## config.mk

```make
export PLATFORM = sky130hd
export DESIGN_NAME = cgbm_mul
export DESIGN_NICKNAME = d
export VERILOG_FILES = /design/src/rtl/cgbm_pkg.sv /design/src/rtl/cgbm_mul.sv
export SDC_FILE = /design/constraint.sdc
export NUM_CORES = 2
export LEC_CHECK = 0
export BUFFER_PORTS_ARGS = -buffer_cell sky130_fd_sc_hd__buf_2
export CAP_MARGIN = 20
export CELL_PAD_IN_SITES_DETAIL_PLACEMENT = 1
export CELL_PAD_IN_SITES_GLOBAL_PLACEMENT = 1
export CORE_MARGIN = 5
export CORE_UTILIZATION = 52
export CTS_CLUSTER_SIZE = 25
export DETAILED_ROUTE_END_ITERATION = 6
export PLACE_DENSITY = 0.87
export SLEW_MARGIN = 20
export SYNTH_ARGS = -nofsm -noshare
export SYNTH_HDL_FRONTEND = slang
export SYNTH_SLANG_ARGS = --single-unit
```

## constraint.sdc

```tcl
create_clock -name aclk -period 11.65 [get_ports aclk]
set_input_delay 2.33 -clock aclk [delete_from_list [all_inputs] [get_ports aclk]]
set_output_delay 2.33 -clock aclk [all_outputs]
set_load 0.02 [all_outputs]
```

## src/rtl/cgbm_pkg.sv

```systemverilog
// Shared types, widths and constants for the correlated GBM path step block.
// Used by the multiplier, the top level and the checker; depends on nothing.
package cgbm_pkg;

    localparam int MAX_ASSETS_DEF = 8;

    localparam int PRICE_W = 40;
    localparam int VAL_W   = 16;
    localparam int DT_W    = 24;
    localparam int CNT_W   = 4;
    localparam int STEP_W  = 16;

    // shared multiplier: signed A by signed B, full product
    localparam int MUL_A_W = 36;
    localparam int MUL_B_W = 34;
    localparam int MUL_P_W = MUL_A_W + MUL_B_W;

    localparam logic [PRICE_W-1:0] PRICE_MAX  = 40'hFF_FFFF_FFFF;
    localparam logic signed [43:0] EXP_CLIP   = 44'sd68719476736;
    localparam logic [37:0]        LN2_Q32    = 38'd2977044472;
    // 24 * ln2 in Q.32, lifts the clipped exponent above zero
    localparam logic [37:0]        Q_OFS      = 38'd71449067328;
    localparam logic signed [6:0]  Q_BIAS     = 7'sd24;
    localparam logic [31:0]        ONE_Q30    = 32'h4000_0000;
    localparam logic [3:0]         SERIES_TERMS = 4'd12;

    typedef enum logic [1:0] {
        OP_LOAD_ASSET  = 2'd0,
        OP_LOAD_FACTOR = 2'd1,
        OP_START       = 2'd2,
        OP_SAMPLE      = 2'd3
    } op_t;

    typedef enum logic [2:0] {
        REG_RATE       = 3'd0,
        REG_DT         = 3'd1,
        REG_ROOT_DT    = 3'd2,
        REG_DRIFT_MODE = 3'd3,
        REG_ASSET_CNT  = 3'd4
    } reg_idx_t;

    // floor(2^32 / t) for the series divisors
    function automatic logic [32:0] recip_q32(input logic [3:0] t);
        logic [32:0] r;
        case (t)
            4'd1:    r = 33'h1_0000_0000;
            4'd2:    r = 33'd2147483648;
            4'd3:    r = 33'd1431655765;
            4'd4:    r = 33'd1073741824;
            4'd5:    r = 33'd858993459;
            4'd6:    r = 33'd715827882;
            4'd7:    r = 33'd613566756;
            4'd8:    r = 33'd536870912;
            4'd9:    r = 33'd477218588;
            4'd10:   r = 33'd429496729;
            4'd11:   r = 33'd390451572;
            4'd12:   r = 33'd357913941;
            default: r = 33'd0;
        endcase
        return r;
    endfunction

endpackage

```

## src/rtl/cgbm_mul.sv

```systemverilog
// Shared signed multiplier with a registered product.
// Depends on cgbm_pkg for operand widths.
module cgbm_mul (
    input  logic                                  aclk,
    input  logic signed [cgbm_pkg::MUL_A_W-1:0]   mul_a,
    input  logic signed [cgbm_pkg::MUL_B_W-1:0]   mul_b,
    output logic signed [cgbm_pkg::MUL_P_W-1:0]   prod_reg
);
    import cgbm_pkg::*;

    always_ff @(posedge aclk) begin
        prod_reg <= MUL_P_W'(mul_a) * MUL_P_W'(mul_b);
    end
endmodule

```

==> reports/results.tsv <==
stage	metric	value	unit
status	status	complete, no violations	
timing	timing.final.crit_period	11.37	ns
grt	antenna_found_initial	9	
grt	grt_max_degree	37	
timing	worst_slew_pin_slew	1.011	ns
die	die_area	0.09156	mm^2
die	core_area	0.08501	mm^2
grt	overflow	0	
layout	nNetsFinal	6276	
synth	syn_area	0.04452	mm^2
layout	syn2layout_area_growth	4.598	%
routing	num_vias	33530	
routing	ant_nets	0	
synth	syn_inst	4721	
layout	drive_gt1_share	4.812	%
synth	synth.distinct_cells	50	
timing	drv_slew	0	
die	die_w	302.6	um
hold_path	hold_depth	3	
synth	syn-num-nets	6305	
worst_setup_path	path_max_fanout	34	
cts	clk_path_buf_depth	2	
worst_setup_path	cp-end-kind	flip-flop	
layout	finalInstanceArea	0.04657	mm^2
placed_design	port_buffers	140	
worst_setup_path	start_kind	input pin	
worst_setup_path	startpoint	mul_a[16]	
synth	synth_edf_count	0	
synth	seq_area_frac_synth	3.148	%
placed_design	place_area	0.04621	mm^2
timing	fin_ws	0.2843	ns
timing	timing.final.crit_share	97.56	%
die	start_util	52.37	%
synth	ys_warn_count	0	
synth	avgSynthCellArea	9.430	um^2
routing	finalWirelength	155200	um
routing	drt-pass1-iter-count	5	
hold_path	whs_endpoint	prod_reg[1]	
synth	synth-async-reset-ratio	0	%
layout	final_cell_mix	1305 x fa_1, 1243 x inv_1, 646 x nand2_1	
cts	cts_sinks	70	
grt	grt_pass1_vias	41610	
hold_path	min-delay-start	mul_a[1]	
routing	drc	0	
cts	clkTransAtPathRegs	0.08	ns
cts	cts-buffers-inserted	9	
cts	cts_tree	done	
timing	slew_headroom	32.57	%
timing	max_freq	87.98	MHz
worst_setup_path	crit_required	12.00	ns
timing	setup_viol	0	
die	die_height	302.6	um
layout	largest_reg_flops	70	
cts	cts_htree_levels	3	
die	rows	107	
grt	track_usage	35.43	%
worst_setup_path	critPathKind	in -> reg	
hold_path	hold_class	in -> reg	
timing	finalHoldViolCount	0	
placed_design	dp_hpwl	127300	um
synth	synth-main-ff-cell	dfxtp_1	
worst_setup_path	arrival	11.71	ns
placed_design	place_ws	-0.4756	ns
grt	grt_pass1_wl	242300	um
routing	via_per_inst	5.734	
run	cap_violations	0	
layout	layout_commonest_cell	fa_1	
die	pin_count	141	
placed_design	gp_congestion	0.8859	
routing	wl_per_cell	26.54	um
synth	ys_seq_elements	70	
cts	cts-root-buf	clkbuf_16	
routing	drtIter0Drc	2606	
timing	rsz0062_at_grt	no	
## cell usage after synthesis, drive strengths merged (2+ instances only)
library cell	number	share of area, %
fa	1305	59
inv	1243	10
nand2	646	5.4
and2	574	8.1
clkbuf	239	2.0
ha	208	5.8
dfxtp	70	3.1
nor2	67	0.56
a21oi	65	0.75
xnor2	63	1.2
a21o	51	0.86
o21ai	36	0.40
nand3	22	0.25
xor2	16	0.31
nand2b	15	0.21
and3	9	0.13
nor2b	9	0.13
o21bai	9	0.15
a31oi	7	0.11
nand4	6	0.084
nor3	6	0.067
o21a	6	0.10
a211o	5	0.098
a211oi	5	0.084
a221oi	5	0.15
and4	4	0.079
buf	4	0.045
o211a	3	0.067
a2111oi	2	0.042
a21boi	2	0.034
a221o	2	0.045
a41o	2	0.045
a41oi	2	0.039
o211ai	2	0.034
o41ai	2	0.039
or3	2	0.028
## through the flow
stage	utilization (%)	TNS (ns)	std cells	hold WS, ns
3_5_place_dp	54.35	-1.176	5825	2.746
5_1_grt	54.77	0	5847	2.649
4_1_cts	54.73	0	5841	2.618
2_1_floorplan	-	0	4721	2.457
3_3_place_gp	54.35	0	5825	2.749
6_report	54.78	0	5848	2.631
## kinds of logic after synthesis
| group | count (synthesis) | share of synthesized area (%) |
|---|---|---|
| XOR/XNOR | 79 | 1.554 |
| buffers and inverters | 1486 | 12.54 |
| AND/OR/NAND/NOR | 1362 | 15.08 |
| AO/OA/AOI/OAI | 211 | 3.151 |
| flip-flops | 70 | 3.148 |
| adder cells (fa/ha/maj) | 1513 | 64.53 |
## critical path: stages
cell       delay [ns]
buf_2            0.66
nand2_1          0.19
fa_1             0.64
fa_1             0.70
inv_1            0.10
fa_1             0.49
inv_1            0.06
fa_1             0.54
inv_1            0.06
fa_1             0.50
inv_1            0.06
fa_1             0.56
inv_1            0.06
fa_1             0.52
fa_1             0.50
ha_1             0.63
o21ai_1          0.16
nand2b_1         0.14
nand3_1          0.12
o21ai_1          0.68
o2111ai_2        0.45
a31o_2           0.43
o21ai_1          0.23
a41oi_1          0.26
o41ai_1          0.38
xnor2_1          0.19
## timing repair
action / in CTS / in global routing
resized for setup: 1 / 4
buffers inserted: 0 / 0
pin swaps: 0 / 0
setup endpoints to repair: 1 / 7
hold buffers: 0 / 0
## worst max-delay path by stage
stage                              end  slack (ns)  cells past startpoint
after floorplan           prod_reg[69]        2.11                     25
after global placement    prod_reg[69]        0.02                     26
after detailed placement  prod_reg[69]       -0.48                     26
after CTS                 prod_reg[69]       0.009                     26
after global routing      prod_reg[69]        0.01                     26
final                     prod_reg[69]        0.28                     26
## per-layer routing
metal	GRT usage (%)	part of all wire (%)	vias to the layer above
li1	-	-	13206
met2	60.68	50	1905
met4	25.64	9.0	2
met1	38.80	33	17576
met3	8.072	8.0	841
met5	0	0.0045	-
## final cells by class
| type | instances | area [um^2] |
|---|---|---|
| Fill cell | 9626 | 38450 |
| Multi-Input combinational cell | 3165 | 37550 |
| Inverter | 1243 | 4666 |
| Tap cell | 1144 | 1431 |
| Sequential cell | 70 | 1401 |
| Timing Repair Buffer | 203 | 1179 |
| Clock buffer | 11 | 242.7 |
| Clock inverter | 5 | 81.33 |
| Antenna cell | 7 | 17.52 |
Power is left out: the tool's default activity adds up to more than one toggle a clock period on the data nets, which glitch-free logic cannot reach.
