**src/rtl/cgbm_ram.sv**
```systemverilog
// Generic single-write, single-read RAM with registered read data.
// Holds the correlation factor table; no package dependency.
module cgbm_ram #(
    parameter int WIDTH = 16,
    parameter int DEPTH = 64
) (
    input  logic                                    aclk,
    input  logic                                    we,
    input  logic [((DEPTH > 1) ? $clog2(DEPTH) : 1)-1:0] waddr,
    input  logic [WIDTH-1:0]                        wdata,
    input  logic [((DEPTH > 1) ? $clog2(DEPTH) : 1)-1:0] raddr,
    output logic [WIDTH-1:0]                        rdata_reg
);
    logic [WIDTH-1:0] mem [DEPTH];

    always_ff @(posedge aclk) begin
        if (we) begin
            mem[waddr] <= wdata;
        end
        rdata_reg <= mem[raddr];
    end
endmodule

```
**config.mk**
```make
export PLATFORM = sky130hd
export DESIGN_NAME = cgbm_ram
export DESIGN_NICKNAME = d
export VERILOG_FILES = /design/src/rtl/cgbm_ram.sv
export SDC_FILE = /design/constraint.sdc
export NUM_CORES = 1
export LEC_CHECK = 0
export ABC_CLOCK_PERIOD_IN_PS = 5100
export BUFFER_PORTS_ARGS = -buffer_cell sky130_fd_sc_hd__clkbuf_2
export CORE_ASPECT_RATIO = 0.8
export CORE_MARGIN = 3
export CORE_UTILIZATION = 59
export CTS_CLUSTER_DIAMETER = 40
export CTS_CLUSTER_SIZE = 12
export DETAILED_ROUTE_END_ITERATION = 7
export PLACE_DENSITY = 0.71
export SLEW_MARGIN = 40
export SYNTH_ARGS = -nofsm -noshare
export SYNTH_HDL_FRONTEND = slang
export SYNTH_SLANG_ARGS = --single-unit
```
**constraint.sdc**
```tcl
create_clock -name aclk -period 5.1 [get_ports aclk]
set_input_delay 0.51 -clock aclk [delete_from_list [all_inputs] [get_ports aclk]]
set_output_delay 0.51 -clock aclk [all_outputs]
set_load 0.03 [all_outputs]
```
==> results of run 1 <==
-- kinds of logic after synthesis --
kind of cell / Yosys count
AND/OR/NAND/NOR: 220
multiplexers: 336
buffers and inverters: 104
AO/OA/AOI/OAI: 129
flip-flops: 1040
-- area by class of cell --
| type | count | area, um2 |
|---|---|---|
| flip-flops and latches | 1040 | 31070 |
| fillers | 4116 | 21150 |
| multi-input cells | 685 | 8302 |
| clock buffers | 131 | 2948 |
| repair buffers | 152 | 1142 |
| well taps | 903 | 1130 |
| clock inverters | 58 | 674.4 |
| diodes | 2 | 5.005 |
-- worst paths after layout --
| check | from | endpoint |
|---|---|---|
| max | raddr[0] | rdata_reg[0] |
| min | wdata[10] | mem[3][10] |
| max reg2reg | mem[61][0] | rdata_reg[0] |
| min reg2reg | mem[0][12] | rdata_reg[12] |
-- placed cells by master, fill, tap and decap left out, types with 4 or more instances in the layout --
cell type	netlist	routed
a211o_1	8	8
a211oi_1	8	8
a21oi_1	17	17
a221o_1	6	6
a221oi_1	16	16
a22o_1	6	6
a22oi_1	39	39
a311oi_1	8	8
a31oi_1	8	8
a41oi_1	5	5
and4_1	5	5
buf_12	5	5
buf_4	13	99
bufinv_16	0	14
clkbuf_1	24	15
clkbuf_16	0	115
clkbuf_2	2	41
clkinv_1	0	13
clkinv_2	0	16
clkinv_4	0	5
clkinvlp_4	0	5
dfxtp_1	16	16
edfxtp_1	1024	1024
inv_6	0	5
mux2_2	27	27
mux2i_1	85	85
mux4_1	4	4
mux4_2	220	220
nand2_1	59	59
nand3_1	24	24
nand4_1	12	12
nor2_1	72	65
nor2_2	2	7
nor2b_1	30	26
o21ai_0	5	5
-- critical path: cells and delay by family --
family,cells,cell delay (ns)
and+or+nand+nor,1,0.59
AOI/OAI and AO/OA,3,1.10
buffers and inverters,3,1.01
-- layer usage --
layer / global-route usage / vias to the layer above / routed length (um)
met2: 0.3894 / 1179 / 41620
met3: 0.06928 / 153 / 11020
met4: 0.06794 / 4 / 2324
met5: 0 / - / 26
met1: 0.4259 / 10290 / 38660
li1: - / 8005 / -
-- power groups by stage --
stage	registers, mW	logic, mW	clock network, mW
global route	9.51	0.959	8.40
floorplan	9.69	0.490	0
global placement	9.68	0.882	0
CTS	9.51	0.906	8.05
finish	9.51	0.909	7.96
detailed placement	9.68	0.905	0
==> qor.yml, run 1 <==
run_status:
  run_status: "complete, no violations"
worst_setup_path:
  worst_r2r_path_depth: 4
  critPathCaptureType: "flip-flop"
  arrival_ns: 3.28
  cp_slowest_stage_delay_ns: 0.76
  critical_path.most_common_cell: "a221oi_1"
  worst_path_required_ns: 5.57
  critPathSlowestCell: "a221oi_1"
  cp_cell_sequence: "buf_8 > buf_16 > buf_4 > nor2b_1 > a221oi_1 > a221oi_1 > a311oi_1"
  crit_start_category: "primary input"
  r2r_setup_slack_ns: 2.92
  worstPathMaxFanout: 39
  critical_path_class: "in -> reg"
clock_network:
  cts_setup_buffers: 0
  tritoncts.num_buffers: 113
  tritoncts: "done"
  register_clock_pin_slew_on_the_reported_worst_setup_and_hold_paths_ns: 0.06
  postCtsHoldBufs: 0
  clock_tree.buffer_depth: 3
  cts.repair.resized: 0
  numClockSinks: 1040
  clock_tree.htree_level_count: 3
  clk_latency_ns: 0.66
  clk_root_buffer_cell: "clkbuf_16"
yosys:
  mappedNetlistArea_mm2: 0.04004
  synth_top_cells_by_area: "edfxtp_1, mux4_2, mux2i_1, dfxtp_1, mux2_2"
  synth_async_reset_ratio: 0
  synth.most_common_cell: "edfxtp_1"
  synth_compound_gate_area_share: 0.02409
  synth-simple-area-share: 0.02647
  synthTopCellsByCount: "edfxtp_1, mux4_2, mux2i_1, nor2_1, nand2_1"
  adder_cell_area_share_of_the_yosys_netlist: 0
  syn-instance-count: 1829
  post-synth-top-area-fraction: 0.7679
  synthFlopType: "edfxtp_1"
  number_of_enable_type_register_cells_in_the_synthesized_netlist: 1024
  yosys_register_bits: 1040
  syn_nets: 1859
  yosysWarningCount: 0
  muxShareOfSynthArea: 0.1552
  synth-xor-area-share: 0
  post-synth-top-area-cell: "edfxtp_1"
  dominant_combinational_cell_family_by_area_after_synthesis: "multiplexers"
  synth.lib_cells_used.distinct: 43
  avgSynthCellArea_um2: 21.89
  synth.yosys.seq_area_share: 0.7759
floorplan:
  die_height_um: 239.0
  fp.coreArea_mm2: 0.06642
  placement_rows: 84
  io-pin-count: 46
  die_w_um: 297.3
  initial_utilization: 0.6028
  floorplan.die_area_mm2: 0.07105
global_routing:
  maximum_number_of_pins_on_one_net_before_global_route_repair: 86
  wire_length_of_the_first_global_routing_pass_um: 138200
  grt_antenna_before_repair: 4
  first_global_vias: 19410
  grt_overflow: 0
  total_routing_resource_utilization_after_global_routing: 0.2714
power_and_ir_drop:
  netSwitchingFraction: 0.2064
  pwr-share-comb: 0.049
  power.density_cell_area_mw_per_mm2: 405.9
  power_report.internal_total_mw: 14.58
  share_clk_of_total_power: 0.433
  ir_worst_vdd_v: 0.0002799
  totalPowerFinal_mw: 18.38
  netSwitchingPower_mw: 3.793
  p_leak_nw: 14.50
  p_seq_frac: 0.517
layout:
  layout.core_utilization: 0.6815
  largest_reg_flops: 1024
  layoutNonFillerInstCount: 2971
  final_nets: 2022
  final_area_mm2: 0.04527
  area_growth_syn_to_layout_pct: 13.06
  final_layout_size_suffix_gt1_frac: 0.2807
timing:
  highest_clock_frequency_the_design_can_meet_ghz: 0.3558
  timing.final.crit_share: 0.5510
  hold-worst-slack_ns: 0.5101
  unrepaired_setup_endpoints_after_global_routing: "false"
  post-route-min-period_ns: 2.810
  slew_at_the_pin_with_the_worst_max_slew_slack_ns: 0.8689
  finalSetupViolations: 0
  finClkSkew_ns: 0.01462
  final_setup_margin_ns: 2.290
  slew_headroom: 0.4208
  number_of_pins_exceeding_their_max_slew_limit_in_the_final_report: 0
  tns_ns: 0
  timing.final.hold_violations: 0
place:
  place_inst: 2778
  place.gp.congestion: 0.8444
  place_hpwl_um: 54380
  post-place-ws_ns: 1.573
  port_buffers: 45
  placement_cell_area_mm2: 0.04161
detailed_routing:
  post_drt_via_cell_ratio: 6.608
  drt-total-wl_um: 93650
  drt_wl_cell_um: 31.52
  detail_route.first_pass.iterations: 6
  remaining_drc_errors: 0
  detailedRoute.firstIterationViolations: 2604
  total_via_count_after_detailed_routing: 19630
  route.antenna.remaining_nets: 0
min_path:
  holdCritPathClass: "in -> reg"
  whs_path_depth: 2
run:
  drv_cap: 0
(Power assumes the default switching activity.)
==> inputs of run 2 (changes only) <==
--- a/config.mk
+++ b/config.mk
@@ -5,11 +5,11 @@
 export SDC_FILE = /design/constraint.sdc
 export NUM_CORES = 1
 export LEC_CHECK = 0
-export ABC_CLOCK_PERIOD_IN_PS = 5100
+export ABC_CLOCK_PERIOD_IN_PS = 2550
 export BUFFER_PORTS_ARGS = -buffer_cell sky130_fd_sc_hd__clkbuf_2
 export CORE_ASPECT_RATIO = 0.8
 export CORE_MARGIN = 3
-export CORE_UTILIZATION = 59
+export CORE_UTILIZATION = 56
 export CTS_CLUSTER_DIAMETER = 40
 export CTS_CLUSTER_SIZE = 12
 export DETAILED_ROUTE_END_ITERATION = 7
==> constraint.sdc (replaced) <==
create_clock -name aclk -period 2.55 [get_ports aclk]
set_input_delay 0.255 -clock aclk [delete_from_list [all_inputs] [get_ports aclk]]
set_output_delay 0.255 -clock aclk [all_outputs]
set_load 0.03 [all_outputs]
==> qor.yml, run 2 (synthesis results as in run 1) <==
run_status:
  run_status: "complete, no violations"  # unchanged
timing:
  highest_clock_frequency_the_design_can_meet_ghz: 0.4706
  final_setup_margin_ns: 0.4252  # was 2.290 ns
  finalSetupViolations: 0  # unchanged
  timing.final.crit_share: 0.8332
  finClkSkew_ns: 0.06123  # was 0.01462 ns
  slew_headroom: 0.3872  # was 0.4208
  number_of_pins_exceeding_their_max_slew_limit_in_the_final_report: 0  # unchanged
  unrepaired_setup_endpoints_after_global_routing: "false"  # unchanged
  tns_ns: 0  # unchanged
  timing.final.hold_violations: 0  # unchanged
  post-route-min-period_ns: 2.125
  slew_at_the_pin_with_the_worst_max_slew_slack_ns: 0.9192  # was 0.8689 ns
floorplan:
  placement_rows: 87  # was 84
  die_w_um: 305.0  # was 297.3 um
  io-pin-count: 46  # unchanged
  floorplan.die_area_mm2: 0.07477  # was 0.07105 mm2
  initial_utilization: 0.5668  # was 0.6028
  fp.coreArea_mm2: 0.07065  # was 0.06642 mm2
  die_height_um: 245.2  # was 239.0 um
worst_setup_path:
  critical_path_class: "reg -> reg"  # was in -> reg
  crit_start_category: "flip-flop"  # was primary input
  worst_path_required_ns: 3.04  # was 5.57 ns
  worstPathMaxFanout: 1  # was 39
  arrival_ns: 2.61  # was 3.28 ns
  critPathCaptureType: "flip-flop"  # unchanged
clock_network:
  tritoncts.num_buffers: 114  # was 113
  tritoncts: "done"  # unchanged
  cts_setup_buffers: 0  # unchanged
  clock_tree.buffer_depth: 3  # unchanged
  clock_tree.htree_level_count: 3  # unchanged
  cts.repair.resized: 0  # unchanged
  register_clock_pin_slew_on_the_reported_worst_setup_and_hold_paths_ns: 0.06  # about the same
  postCtsHoldBufs: 0  # unchanged
  clk_latency_ns: 0.71  # was 0.66 ns
  clk_root_buffer_cell: "clkbuf_16"  # unchanged
  numClockSinks: 1040  # unchanged
global_routing:
  total_routing_resource_utilization_after_global_routing: 0.2621  # was 0.2714
  first_global_vias: 20010  # was 19410
  wire_length_of_the_first_global_routing_pass_um: 140800  # was 138200 um
  grt_antenna_before_repair: 8  # was 4
  maximum_number_of_pins_on_one_net_before_global_route_repair: 65  # was 86
  grt_overflow: 0  # unchanged
detailed_routing:
  drt_wl_cell_um: 30.94  # was 31.52 um
  route.antenna.remaining_nets: 0  # unchanged
  detail_route.first_pass.iterations: 7  # was 6
  post_drt_via_cell_ratio: 6.506  # was 6.608
  drt-total-wl_um: 96150  # was 93650 um
  detailedRoute.firstIterationViolations: 2760  # was 2604
  total_via_count_after_detailed_routing: 20220  # was 19630
  remaining_drc_errors: 0  # unchanged
layout:
  layout_common_cells: "edfxtp_1, mux4_2, buf_4"  # was edfxtp_1, mux4_2, clkbuf_16
  layout.cells.most_common: "edfxtp_1"  # unchanged
  final_nets: 2109  # was 2022
  layout.core_utilization: 0.6548  # was 0.6815
  layoutNonFillerInstCount: 3108  # was 2971
  largest_reg_flops: 1024  # unchanged
  area_growth_syn_to_layout_pct: 15.52  # was 13.06%
  final_layout_size_suffix_gt1_frac: 0.3041  # was 0.2807
  final_area_mm2: 0.04626  # was 0.04527 mm2
place:
  placement_cell_area_mm2: 0.04248  # was 0.04161 mm2
  place_inst: 2897  # was 2778
  post-place-ws_ns: -0.1207  # was 1.573 ns
  place_hpwl_um: 58960  # was 54380 um
  port_buffers: 45  # unchanged
  place.gp.congestion: 0.8667  # was 0.8444
power_and_ir_drop:
  p_leak_nw: 15.03  # was 14.50 nW
  ir_worst_vdd_v: 0.0008115  # was 0.0002799 V
  power.density_cell_area_mw_per_mm2: 804.1  # was 405.9 mW/mm2
min_path:
  holdCritPathClass: "in -> reg"  # unchanged
run:
  drv_cap: 0  # unchanged
[run 2: power by group]
group | switching, mW | internal, mW
clock | 6.65 | 9.57
combinational | 1.22 | 0.747
sequential | 0.0793 | 18.9
total | 7.95 | 29.2
[run 2: worst max-delay path, cell delays in order, from the launching register on]
cell      delay [ns]
edfxtp_1        0.36
mux4_2          0.48
mux2_2          0.29
a21oi_1         0.61
nor4_2          0.17
[run 2: metal layers]
layer / vias to the layer above / wire length [um] / global-route usage
li1: 8206 / - / -
met1: 10550 / 38300 / 0.3947
met2: 1290 / 43620 / 0.3869
met3: 170 / 11960 / 0.07177
met4: 6 / 2246 / 0.06551
met5: - / 23 / 0
[run 2: final timing paths]
check,depth (start not counted),slack (ns),start,endpoint
max,4,0.43,mem[7][7],rdata_reg[7]
min,2,0.03,wdata[6],mem[6][6]
max reg2reg,4,0.43,mem[7][7],rdata_reg[7]
min reg2reg,4,0.88,mem[26][5],rdata_reg[5]
[run 2: area by class of cell]
type | count | area (um2)
flip-flops and latches | 1040 | 31070
fillers | 4416 | 24390
multi-input cells | 685 | 8249
clock buffers | 148 | 3040
repair buffers | 238 | 1994
well taps | 934 | 1169
clock inverters | 59 | 725.7
diodes | 4 | 10.01
[run 2: metrics by stage]
step	hold WS, ns	total power [mW]
5_1_grt	0.03424	38.21
6_report	0.02721	37.19
4_1_cts	0.03619	37.38
2_1_floorplan	0.3539	20.37
3_5_place_dp	0.6998	21.31
3_3_place_gp	0.7014	21.27
